==> src/sv/jeo_pkg.sv <==
// shared constants and sequencer state type for the josephus elimination order block
// no dependencies
package jeo_pkg;

  localparam int MAX_PEOPLE = 64;
  localparam int PEOPLE_W   = 7;
  localparam int START_W    = 16;
  localparam int STEP_W     = 16;
  localparam int POS_W      = $clog2(MAX_PEOPLE);
  localparam int DCNT_W     = $clog2(STEP_W + 1);

  typedef enum logic [2:0] {
    S_IDLE,
    S_MOD_START,
    S_MOD_STEP,
    S_WALK,
    S_ADVANCE
  } jeo_state_t;

endpackage

==> src/sv/josephus_elimination_order.sv <==
// josephus elimination order: one start word in, one word out per eliminated person
// depends on jeo_pkg (constants, state type)
// sequence: the start is reduced modulo the people count, then per elimination the
//   remainder of the count is taken, the ring is walked over the living positions and,
//   after the elimination, skipped ahead to the next living person
// throughput: one run at a time, set by the bit-serial remainder unit and the ring walk
// reset: synchronous active low, returns to idle with an empty ring and no word pending
module josephus_elimination_order
  import jeo_pkg::*;
(
  input  logic                clk,
  input  logic                rst_n,
  input  logic                in_valid,
  output logic                in_stall,
  input  logic [PEOPLE_W-1:0] in_people_count,
  input  logic [START_W-1:0]  in_start_person,
  input  logic [STEP_W-1:0]   in_step_count,
  output logic                out_valid,
  input  logic                out_stall,
  output logic [PEOPLE_W-1:0] out_eliminated_person,
  output logic                out_last_of_run
);

  jeo_state_t            state_r, state_nxt;
  logic [MAX_PEOPLE-1:0] alive_r, alive_nxt;
  logic [POS_W-1:0]      cur_r, cur_nxt;
  logic [PEOPLE_W-1:0]   remaining_r, remaining_nxt;
  logic [PEOPLE_W-1:0]   n_r, n_nxt;
  logic [STEP_W-1:0]     step_m1_r, step_m1_nxt;
  logic [STEP_W-1:0]     dvd_r, dvd_nxt;
  logic [PEOPLE_W-1:0]   rem_r, rem_nxt;
  logic [DCNT_W-1:0]     dcnt_r, dcnt_nxt;
  logic                  out_valid_r, out_valid_nxt;
  logic [PEOPLE_W-1:0]   out_person_r, out_person_nxt;
  logic                  out_last_r, out_last_nxt;

  logic [PEOPLE_W-1:0]   n_sat;
  logic [PEOPLE_W-1:0]   divisor;
  logic [PEOPLE_W:0]     trial;
  logic [PEOPLE_W:0]     trial_sub;
  logic [PEOPLE_W-1:0]   rem_step;
  logic [POS_W-1:0]      pos_next;
  logic                  out_free;
  logic [PEOPLE_W-1:0]   remaining_dec;

  // shared restoring remainder unit, one dividend bit per cycle
  assign divisor   = (state_r == S_MOD_START) ? n_r : remaining_r;
  assign trial     = {rem_r, dvd_r[STEP_W-1]};
  assign trial_sub = trial - {1'b0, divisor};
  assign rem_step  = (trial >= {1'b0, divisor}) ? trial_sub[PEOPLE_W-1:0]
                                                : trial[PEOPLE_W-1:0];

  assign n_sat = (in_people_count > PEOPLE_W'(MAX_PEOPLE)) ? PEOPLE_W'(MAX_PEOPLE)
                                                           : in_people_count;
  assign pos_next = ({1'b0, cur_r} == (n_r - PEOPLE_W'(1))) ? '0 : cur_r + POS_W'(1);
  assign out_free = !out_valid_r || !out_stall;
  assign remaining_dec = remaining_r - PEOPLE_W'(1);

  always_ff @(posedge clk) begin
    if (!rst_n) begin
      state_r      <= S_IDLE;
      alive_r      <= '0;
      cur_r        <= '0;
      remaining_r  <= '0;
      n_r          <= '0;
      step_m1_r    <= '0;
      dvd_r        <= '0;
      rem_r        <= '0;
      dcnt_r       <= '0;
      out_valid_r  <= 1'b0;
      out_person_r <= '0;
      out_last_r   <= 1'b0;
    end else begin
      state_r      <= state_nxt;
      alive_r      <= alive_nxt;
      cur_r        <= cur_nxt;
      remaining_r  <= remaining_nxt;
      n_r          <= n_nxt;
      step_m1_r    <= step_m1_nxt;
      dvd_r        <= dvd_nxt;
      rem_r        <= rem_nxt;
      dcnt_r       <= dcnt_nxt;
      out_valid_r  <= out_valid_nxt;
      out_person_r <= out_person_nxt;
      out_last_r   <= out_last_nxt;
    end
  end

  always_comb begin
    state_nxt      = state_r;
    alive_nxt      = alive_r;
    cur_nxt        = cur_r;
    remaining_nxt  = remaining_r;
    n_nxt          = n_r;
    step_m1_nxt    = step_m1_r;
    dvd_nxt        = dvd_r;
    rem_nxt        = rem_r;
    dcnt_nxt       = dcnt_r;
    out_valid_nxt  = out_valid_r;
    out_person_nxt = out_person_r;
    out_last_nxt   = out_last_r;
    in_stall       = (state_r != S_IDLE);

    if (out_valid_r && !out_stall) begin
      out_valid_nxt = 1'b0;
    end

    unique case (state_r)
      S_IDLE: begin
        if (in_valid) begin
          if (in_people_count == '0) begin
            alive_nxt     = '0;
            cur_nxt       = '0;
            remaining_nxt = '0;
          end else begin
            n_nxt         = n_sat;
            remaining_nxt = n_sat;
            for (int i = 0; i < MAX_PEOPLE; i++) begin
              alive_nxt[i] = (PEOPLE_W'(i) < n_sat);
            end
            step_m1_nxt = (in_step_count == '0) ? '0 : in_step_count - STEP_W'(1);
            dvd_nxt     = in_start_person;
            rem_nxt     = '0;
            dcnt_nxt    = DCNT_W'(START_W);
            state_nxt   = S_MOD_START;
          end
        end
      end
      S_MOD_START: begin
        if (dcnt_r != '0) begin
          rem_nxt  = rem_step;
          dvd_nxt  = {dvd_r[STEP_W-2:0], 1'b0};
          dcnt_nxt = dcnt_r - DCNT_W'(1);
        end else begin
          cur_nxt   = (rem_r == '0) ? POS_W'(n_r - PEOPLE_W'(1))
                                    : POS_W'(rem_r - PEOPLE_W'(1));
          dvd_nxt   = step_m1_r;
          rem_nxt   = '0;
          dcnt_nxt  = DCNT_W'(STEP_W);
          state_nxt = S_MOD_STEP;
        end
      end
      S_MOD_STEP: begin
        if (dcnt_r != '0) begin
          rem_nxt  = rem_step;
          dvd_nxt  = {dvd_r[STEP_W-2:0], 1'b0};
          dcnt_nxt = dcnt_r - DCNT_W'(1);
        end else begin
          state_nxt = S_WALK;
        end
      end
      S_WALK: begin
        if (rem_r != '0) begin
          cur_nxt = pos_next;
          if (alive_r[pos_next]) begin
            rem_nxt = rem_r - PEOPLE_W'(1);
          end
        end else if (out_free) begin
          alive_nxt[cur_r] = 1'b0;
          remaining_nxt    = remaining_dec;
          out_valid_nxt    = 1'b1;
          out_person_nxt   = PEOPLE_W'(cur_r) + PEOPLE_W'(1);
          out_last_nxt     = (remaining_dec == '0);
          state_nxt        = (remaining_dec == '0) ? S_IDLE : S_ADVANCE;
        end
      end
      S_ADVANCE: begin
        cur_nxt = pos_next;
        if (alive_r[pos_next]) begin
          dvd_nxt   = step_m1_r;
          rem_nxt   = '0;
          dcnt_nxt  = DCNT_W'(STEP_W);
          state_nxt = S_MOD_STEP;
        end
      end
      default: begin
        state_nxt = S_IDLE;
      end
    endcase
  end

  assign out_valid             = out_valid_r;
  assign out_eliminated_person = out_person_r;
  assign out_last_of_run       = out_last_r;

  a_walk_on_living: assert property (@(posedge clk) disable iff (!rst_n)
    (state_r == S_WALK && rem_r == '0) |-> alive_r[cur_r])
    else $error("count position is not a living person");

  a_remaining_bound: assert property (@(posedge clk) disable iff (!rst_n)
    (state_r != S_IDLE) |-> (remaining_r != '0 && remaining_r <= n_r))
    else $error("remaining count out of range during a run");

  a_alive_count: assert property (@(posedge clk) disable iff (!rst_n)
    (state_r == S_MOD_STEP) |-> ($countones(alive_r) == int'(remaining_r)))
    else $error("alive mask disagrees with remaining count");

  a_emit_ends_walk: assert property (@(posedge clk) disable iff (!rst_n)
    (state_r == S_WALK && rem_r == '0 && out_free)
      |=> (out_valid_r && (state_r == S_IDLE || state_r == S_ADVANCE)))
    else $error("elimination did not produce a word");

endmodule
==> config.mk <==
export PLATFORM = sky130hd
export DESIGN_NAME = josephus_elimination_order
export DESIGN_NICKNAME = d
export VERILOG_FILES = /design/src/sv/jeo_pkg.sv /design/src/sv/josephus_elimination_order.sv
export SDC_FILE = /design/constraint.sdc
export NUM_CORES = 1
export LEC_CHECK = 0
export ABC_AREA = 1
export BUFFER_PORTS_ARGS = -buffer_cell sky130_fd_sc_hd__buf_2
export CAP_MARGIN = 20
export CORE_MARGIN = 2
export CORE_UTILIZATION = 65
export DETAILED_ROUTE_END_ITERATION = 10
export PLACE_DENSITY = 0.86
export SETUP_SLACK_MARGIN = 0.02
export SLEW_MARGIN = 20
export SYNTH_ARGS = -nofsm -noshare
export SYNTH_HDL_FRONTEND = slang
export SYNTH_SLANG_ARGS = --single-unit
==> constraint.sdc <==
create_clock -name clk -period 7.3 [get_ports clk]
set_clock_uncertainty 0.15 [all_clocks]
set_input_delay 1.095 -clock clk [delete_from_list [all_inputs] [get_ports clk]]
set_output_delay 1.095 -clock clk [all_outputs]
set_load 0.02 [all_outputs]
==> summary.md, run 1 <==
| Metric | Value |
|---|---|
| Mapped cell area | 0.00875 mm² |
| Setup Crit Path Kind | register to register |
| Final instance area | 0.00961 mm² |
| Fin. max-slew vios | 0 |
| Startpoint kind of the worst setup timing path | register |
| Number of global-route vias before repair | 8822 |
| Commonest non-fill, non-tap cells in the layout | 251 x sky130_fd_sc_hd__nand2_1, 176 x sky130_fd_sc_hd__inv_1, 164 x sky130_fd_sc_hd__o21ai_0 |
| Tmin final | 4410 ps |
| Vias | 9763 |
| Library cell with the largest summed area after synthesis | sky130_fd_sc_hd__dfxtp_1 |
| Post-synthesis average cell area | 6.32 µm² |
| Critical path fanouts, max | 32 |
| Class of the tightest hold or removal check | register to register |
| Total Power Consumption | 4.60 mW |
| Chip height | 120 µm |
| Cell-by-cell trace of the critical path | inv_2 -> ha_1 -> inv_1 -> nand2_1 -> nand2_1 -> nand2_1 -> nand2_1 -> nand2_1 -> nor2_2 -> nand3_4 -> nand2_1 -> clkinv_1 -> nand3_1 -> nand3_1 -> nand3_1 -> nand3_1 -> nand3_2 -> nand3_2 -> nand2_4 -> inv_4 -> nand2_2 -> nand2_1 -> inv_1 -> nor2_1 |
| Number of enable flip-flop cells after synthesis | 0 |
| Row Count | 42 |
| Number of register bits inferred by synthesis | 140 |
| Yosys warnings | 0 |
| Total overflow reported by the global router | 0 |
| Final Routed Wirelength | 27000 µm |
| Via density per instance | 6.12 |
| Share of cells above drive strength 1 | 10.4% |
| Most common library cell in the layout ignoring fill and taps | sky130_fd_sc_hd__nand2_1 |
| CP dominant cell by count | sky130_fd_sc_hd__nand2_1 |
| Inserted Diodes | 0 |
| Delay-heaviest family, CP | simple AND/OR/NAND/NOR gates |
| Boundary Pins | 53 |
| Final period util | 60.4% |
| Cell with the largest stage delay on the worst path | sky130_fd_sc_hd__nand2_1 |
| Pin count of the biggest net entering global routing | 70 |
| Number of gates resized after cts | 0 |
| Total number of H-tree levels | 4 |
| RSZ-0062 raised after global routing | false |
| P&R area growth vs syn | 9.78% |
| Area of the die | 0.0144 mm² |
| Post-route DRC violation count | 0 |
| Net count after synthesis | 1444 |
| Unique cell type count in the Yosys netlist | 45 |
| Number of buffers on the longest clock path | 2 |
| Area share of the largest cell type after synthesis | 32.0% |
| Critical Path End Type | register |
| Main synth FF type | sky130_fd_sc_hd__dfxtp_1 |
| WP buf/inv | 5 |
| Slew at the pin with the worst max-slew slack | 1220 ps |
| Cell count after synthesis | 1386 |
| Initial Util | 66.4% |
| Clock transition at the registers of the reported paths | 60 ps |
| Max_cap viols | 0 |
| CTS Sinks | 140 |
| Data arrival at the endpoint of the critical path | 4580 ps |
| Horizontal die dimension | 120 µm |
| Peak ir drop on the vdd network | 0.214 mV |
| Final hold violation count | 0 |
| Async set-reset flop share out of synthesis | 0% |
| Leakage Power | 4.39 nW |
| Detailed placer's ending HPWL | 18200 µm |
| Proportion of synthesized chip area in sequential cells | 32.0% |
| Clock tree from TritonCTS | done |
| Number of CTS-inserted buffers | 17 |
| Antenna violations before repair | 0 |
| Root buffer cell | sky130_fd_sc_hd__clkbuf_16 |
| CP Data Required Time | 7480 ps |
| Area after DPL | 0.00905 mm² |
| Post-DR wirelength/cell | 17.0 µm |
| Relative slew slack | 17.8% |
| Stage delay of the slowest cell on the critical path | 490 ps |
| Overall track demand over capacity in global routing | 37.7% |
| Number of buffers added for setup after CTS | 0 |
| Number of violations reported at the end of detailed-routing iteration 0 | 1391 |
| DR pass1 iterations | 6 |
| Net count of the finished layout | 1463 |
| Placeable Area | 0.0132 mm² |
| Total of buffers placed on input and output ports | 52 |
| Insertion delay to the later sink of the worst-skew pair | 430 ps |
| Gp weighted congestion | 1.06 |
| Final setup fails | 0 |
| Top achievable clock speed | 227 MHz |
| TNS Setup | 0 ps |
| Number of hold-repair buffers added at the cts stage | 0 |
| Global-route wire length before repair | 43500 µm |
| P per Cell Area | 479 mW/mm² |
| Count of antenna-violating nets left after detailed routing | 0 |
| Outcome | completed |
| Ranking of synthesized cells by area | sky130_fd_sc_hd__dfxtp_1 32%, sky130_fd_sc_hd__nand2_1 11%, sky130_fd_sc_hd__o21ai_0 9.4% |
==> flip-flops by register name, summed over array words and instances (netlist names) <==
signal                 cells
alive_r                   64
remaining_r                7
out_valid                  1
state_r                    3
n_r                        7
out_eliminated_person      7
cur_r                      6
out_last_of_run            1
step_m1_r                 16
dvd_r                     16
dcnt_r                     5
rem_r                      7
==> cell usage after synthesis, types with 8 or more instances <==
cell,instances
sky130_fd_sc_hd__nand3b_1,13
sky130_fd_sc_hd__nand3_1,100
sky130_fd_sc_hd__nand2_1,251
sky130_fd_sc_hd__xor2_1,19
sky130_fd_sc_hd__a31oi_1,17
sky130_fd_sc_hd__a21oi_1,150
sky130_fd_sc_hd__o21ai_0,164
sky130_fd_sc_hd__inv_2,11
sky130_fd_sc_hd__xnor2_1,10
sky130_fd_sc_hd__a221oi_1,15
sky130_fd_sc_hd__nor3_1,21
sky130_fd_sc_hd__or2_2,10
sky130_fd_sc_hd__dfxtp_1,140
sky130_fd_sc_hd__buf_2,8
sky130_fd_sc_hd__ha_1,14
sky130_fd_sc_hd__inv_1,176
sky130_fd_sc_hd__clkbuf_1,51
sky130_fd_sc_hd__nor2_1,153
==> cell families (layout without fill, tap and decap cells) <==
logic type,count (synthesis),after routing,synth area share [%]
simple gates,574,574,28.3
compound gates,371,371,22.9
buf+inv,257,289,11.6
flops,140,140,32.0
xor+xnor,29,29,2.90
fa+ha+maj,15,15,2.23
==> path summary, 6_finish.rpt <==
path                            depth (start not counted)  slack, ps     endpoint        start
worst max register to register                         24       2890    dcnt_r[0]       n_r[0]
worst max-delay path                                   24       2890    dcnt_r[0]       n_r[0]
worst min register to register                          2        310  alive_r[61]  alive_r[61]
worst min-delay path                                    2        310  alive_r[61]  alive_r[61]
==> worst register-to-register path, stage by stage (launching register included) <==
cell and delay (ps):
sky130_fd_sc_hd__dfxtp_1 370, sky130_fd_sc_hd__inv_2 90, sky130_fd_sc_hd__ha_1 260, sky130_fd_sc_hd__inv_1 80, sky130_fd_sc_hd__nand2_1 60, sky130_fd_sc_hd__nand2_1 80
sky130_fd_sc_hd__nand2_1 60, sky130_fd_sc_hd__nand2_1 60, sky130_fd_sc_hd__nand2_1 60, sky130_fd_sc_hd__nor2_2 160, sky130_fd_sc_hd__nand3_4 350, sky130_fd_sc_hd__nand2_1 500
sky130_fd_sc_hd__clkinv_1 430, sky130_fd_sc_hd__nand3_1 220, sky130_fd_sc_hd__nand3_1 100, sky130_fd_sc_hd__nand3_1 80, sky130_fd_sc_hd__nand3_1 100, sky130_fd_sc_hd__nand3_2 110
sky130_fd_sc_hd__nand3_2 150, sky130_fd_sc_hd__nand2_4 140, sky130_fd_sc_hd__inv_4 90, sky130_fd_sc_hd__nand2_2 370, sky130_fd_sc_hd__nand2_1 120, sky130_fd_sc_hd__inv_1 70
sky130_fd_sc_hd__nor2_1 40
==> per-layer routing <==
layer	track usage, %	part of all wire (%)	vias up
li1	-	-	4593
met1	51.1	40	4404
met2	57.0	44	650
met3	8.51	12	116
met4	17.6	4.3	0
met5	0	0	-
==> where the power goes <==
group	leakage, nW	internal, mW	total (mW)	switching (mW)
Clock	0.273	0.463	0.820	0.357
Combinational	2.97	0.856	2.58	1.72
Sequential	1.15	1.02	1.20	0.183
Total	4.39	2.34	4.60	2.26
==> metrics by stage <==
stage / utilization (%) / setup slack [ps] / hold WS [ps] / cells
finish: 72.9 / 2890 / 310 / 1594
global route: 72.9 / 2640 / 333 / 1594
CTS: 72.8 / 3080 / 310 / 1594
detailed placement: 68.6 / 3110 / 297 / 1562
global placement: 68.6 / 3310 / 293 / 1562
floorplan: - / 4110 / 284 / 1386
==> cell type report <==
cell class / count / area, µm²
sequential: 140 / 2800
clock buffer: 20 / 467
multi-input combinational: 989 / 4940
timing repair buffer: 68 / 380
clock inverter: 12 / 87.6
inverter: 189 / 712
tap: 176 / 220
fill: 1125 / 3580
No activity file was read; power rests on OpenSTA's default activity.
==> run 2, diff against run 1 <==
ABC_AREA = 0   (was 1)
CORE_UTILIZATION = 56   (was 65)
PLACE_DENSITY = 0.79   (was 0.86)
clock period = 3.84 ns   (was 7.3 ns; I/O delays follow)
==> run 2 against run 1 <==
  * Sequential power grew 81%
  * Combinational power up 54%
  * Sequential share of layout area increased by 0.065 points
==> summary.md, run 2 <==
| Metric | Value |
|---|---|
| Critical Path End Type | register |
| Min-Delay Startpoint | out_eliminated_person[6] |
| Number of global-route vias before repair | 8017 (-9.1%) |
| Detailed placer's ending HPWL | 17200 µm (-5.7%) |
| Data arrival at the endpoint of the critical path | 3820 ps (-760 ps) |
| Worst Hold Margin | 300 ps (-9.45 ps) |
| Register containing the most flip-flops in the final layout | alive_r |
| Mapped cell area | 0.00845 mm² (-3.4%) |
| Area of the die | 0.0161 mm² (+12%) |
| Top achievable clock speed | 277 MHz (+22%) |
| Total overflow reported by the global router | 0 (unchanged) |
| Cell count after synthesis | 1084 (-22%) |
| Share of cells above drive strength 1 | 15.4% (+5.0 points) |
| Fin worst setup slack | 236 ps (-2660 ps) |
| Post-synthesis average cell area | 7.80 µm² (+23%) |
| CTS Sinks | 140 (unchanged) |
| Outcome | completed |
| Total of buffers placed on input and output ports | 52 (unchanged) |
| Critical path fanouts, max | 39 (+22%) |
| Library cell with the highest instance count after synthesis | sky130_fd_sc_hd__a21oi_1 |
| Net count after synthesis | 1142 (-21%) |
| P&R area growth vs syn | 13.4% |
| Number of enable flip-flop cells after synthesis | 0 (unchanged) |
| Count of placed standard cells in the final layout, fillers left out | 1307 (-18%) |
| Relative slew slack | 21.7% (+4.0 points) |
| Launching instance or port of the critical path | n_r[0] |
| Number of violations reported at the end of detailed-routing iteration 0 | 1280 (-8.0%) |
| Cell count after placement | 1274 (-18%) |
| Most common library cell in the layout ignoring fill and taps | sky130_fd_sc_hd__a21oi_1 |
| Number of buffers added for setup after CTS | 0 (unchanged) |
| Antenna violations before repair | 0 (unchanged) |
| Area after DPL | 0.00894 mm² (-1.3%) |
| Peak ir drop on the vdd network | 0.431 mV (+100%) |
| Post-DR wirelength/cell | 19.8 µm (+17%) |
| Initial Util | 57.7% (-8.6 points) |
| Top cells by instance count after synthesis | 178 x sky130_fd_sc_hd__a21oi_1, 140 x sky130_fd_sc_hd__dfxtp_1, 132 x sky130_fd_sc_hd__o21ai_0, 107 x sky130_fd_sc_hd__nor2_1, 72 x sky130_fd_sc_hd__clkbuf_1 |
| Setup Crit Path Kind | register to register |
| Clock tree from TritonCTS | done |
| Startpoint kind of the worst setup timing path | register |
| Unique cell type count in the Yosys netlist | 76 (+69%) |
| Core utilization of the finished layout | 65.5% (-7.4 points) |
| Overall track demand over capacity in global routing | 32.5% (-5.2 points) |
| Top Registers | alive_r x64, dvd_r x16, step_m1_r x16 |
| Slew at the pin with the worst max-slew slack | 1170 ps (-52.8 ps) |
| Yosys warnings | 0 (unchanged) |
| Insertion delay to the later sink of the worst-skew pair | 440 ps (about the same) |
| Root buffer cell | sky130_fd_sc_hd__clkbuf_16 |
| Pin count of the biggest net entering global routing | 83 (+19%) |
| Final Routed Wirelength | 25900 µm (-4.2%) |
| Startpoint of the worst-slack reg-to-reg timing path | n_r[0] |
| Commonest non-fill, non-tap cells in the layout | 178 x sky130_fd_sc_hd__a21oi_1, 140 x sky130_fd_sc_hd__dfxtp_1, 132 x sky130_fd_sc_hd__o21ai_0 |
| Async set-reset flop share out of synthesis | 0% (unchanged) |
| Inserted Diodes | 0 (unchanged) |
| Post-route DRC violation count | 0 (unchanged) |
| Tmin final | 3600 ps (-802 ps) |
| Number of hold-repair buffers added at the cts stage | 0 (unchanged) |
| Class of the tightest hold or removal check | register to register |
| Number of CTS-inserted buffers | 17 (unchanged) |
| Number of register bits inferred by synthesis | 140 (unchanged) |
| Count of antenna-violating nets left after detailed routing | 0 (unchanged) |
| Proportion of synthesized chip area in sequential cells | 33.2% (+1.1 points) |
| Max_cap viols | 0 (unchanged) |
| P per Cell Area | 825 mW/mm² (+72%) |
| Placeable Area | 0.0146 mm² (+11%) |
| Fillers | 1265 (+12%) |
| Main synth FF type | sky130_fd_sc_hd__dfxtp_1 |
| Area share of the largest cell type after synthesis | 33.2% (+1.1 points) |
| Final period util | 93.9% (+33 points) |
| Flip-flop count of the largest register, all copies and words added | 64 (unchanged) |
| Total number of H-tree levels | 4 (unchanged) |
| Global-route wire length before repair | 42000 µm (-3.4%) |
| Worst slack, placed | 279 ps (-2830 ps) |
| TNS Setup | 0 ps (unchanged) |
| Footprint of the flip-flops and latches | 0.00280 mm² (unchanged) |
| Leakage Power | 3.78 nW (-14%) |
| Horizontal die dimension | 127 µm (+5.7%) |
| Final instance area | 0.00959 mm² (-0.22%) |
| Library cell with the largest summed area after synthesis | sky130_fd_sc_hd__dfxtp_1 |
| Combined area of the multi-input logic cells | 0.00521 mm² (+5.5%) |
| DR pass1 iterations | 7 (+1) |
| Boundary Pins | 53 (unchanged) |
| Ranking of synthesized cells by area | sky130_fd_sc_hd__dfxtp_1 33%, sky130_fd_sc_hd__a21oi_1 11%, sky130_fd_sc_hd__o21ai_0 7.8% |
| Net count of the finished layout | 1168 (-20%) |
| Clock transition at the registers of the reported paths | 60 ps (about the same) |
| Vias | 8681 (-11%) |
| Number of buffers on the longest clock path | 2 (unchanged) |
| CP Data Required Time | 4060 ps (-3420 ps) |
| Total Power Consumption | 7.91 mW (+72%) |
| Fin. max-slew vios | 0 (unchanged) |
| Row Count | 44 (+4.8%) |
| Chip height | 127 µm (+5.7%) |
| Final hold violation count | 0 (unchanged) |
| RSZ-0062 raised after global routing | false |
| Final setup fails | 0 (unchanged) |
| Via density per instance | 6.64 (+8.4%) |
| Gp weighted congestion | 0.997 (-5.8%) |
==> run 2: cell count changes after synthesis, moves of 16 or more <==
cell	before	now
sky130_fd_sc_hd__a211oi_1	1	18
sky130_fd_sc_hd__nor2_1	153	107
sky130_fd_sc_hd__nor2b_1	0	16
sky130_fd_sc_hd__clkbuf_1	51	72
sky130_fd_sc_hd__a21oi_1	150	178
sky130_fd_sc_hd__nand2_1	251	67
sky130_fd_sc_hd__o21ai_0	164	132
sky130_fd_sc_hd__nand3_1	100	12
sky130_fd_sc_hd__mux2i_1	0	16
sky130_fd_sc_hd__inv_1	176	25
==> run 2: cell families after synthesis <==
| family | share of synthesized area [%] |
|---|---|
| AND/OR/NAND/NOR | 17.4 |
| flip-flops | 33.2 |
| multiplexers | 5.09 |
| AO/OA/AOI/OAI | 32.1 |
| buffers and inverters | 5.46 |
| adder cells (fa/ha/maj) | 2.31 |
| XOR/XNOR | 4.40 |
==> run 2: repair_timing <==
item                                    4_1_cts  5_1_grt
hold endpoints to repair                      0        0
resized for setup                             0        1
endpoints found under the setup margin        0        6
==> run 2: final timing paths <==
path / endpoint / slack (ps) / cells after the start
max: dcnt_r[0] / 240 / 13
min: out_eliminated_person[6] / 300 / 2
max reg2reg: dcnt_r[0] / 240 / 13
min reg2reg: out_eliminated_person[6] / 300 / 2
==> run 2: cell type report <==
type,instances,area share [%]
clock inverters,14,2.00
inverters,26,1.04
repair buffers,94,6.47
well taps,184,2.40
flip-flops and latches,140,29.2
multi-input cells,831,54.4
clock buffers,18,4.48
==> run 2: per-layer routing <==
layer,up-vias,GRT usage [%],share of wire (%)
li1,4029,-,-
met1,4012,45.3,42
met2,567,47.5,43
met3,73,9.11,12
met4,0,13.4,3.0
met5,-,0,0
==> run 2: worst max-delay path, stage by stage (launching register included) <==
cell and delay [ps]:
sky130_fd_sc_hd__dfxtp_1 460, sky130_fd_sc_hd__inv_1 90, sky130_fd_sc_hd__ha_1 230, sky130_fd_sc_hd__nor3b_4 170
sky130_fd_sc_hd__xnor2_1 170, sky130_fd_sc_hd__a2111oi_4 400, sky130_fd_sc_hd__nand4_2 300, sky130_fd_sc_hd__o221ai_2 260
sky130_fd_sc_hd__nand4b_2 230, sky130_fd_sc_hd__a211oi_4 400, sky130_fd_sc_hd__nor2_2 100, sky130_fd_sc_hd__buf_12 180
sky130_fd_sc_hd__mux2_2 270, sky130_fd_sc_hd__nor2_1 90
==> run 2: report_power, final <==
group,internal [mW],switching [mW]
combinational,1.55,2.43
sequential,1.86,0.318
clock,1.09,0.673
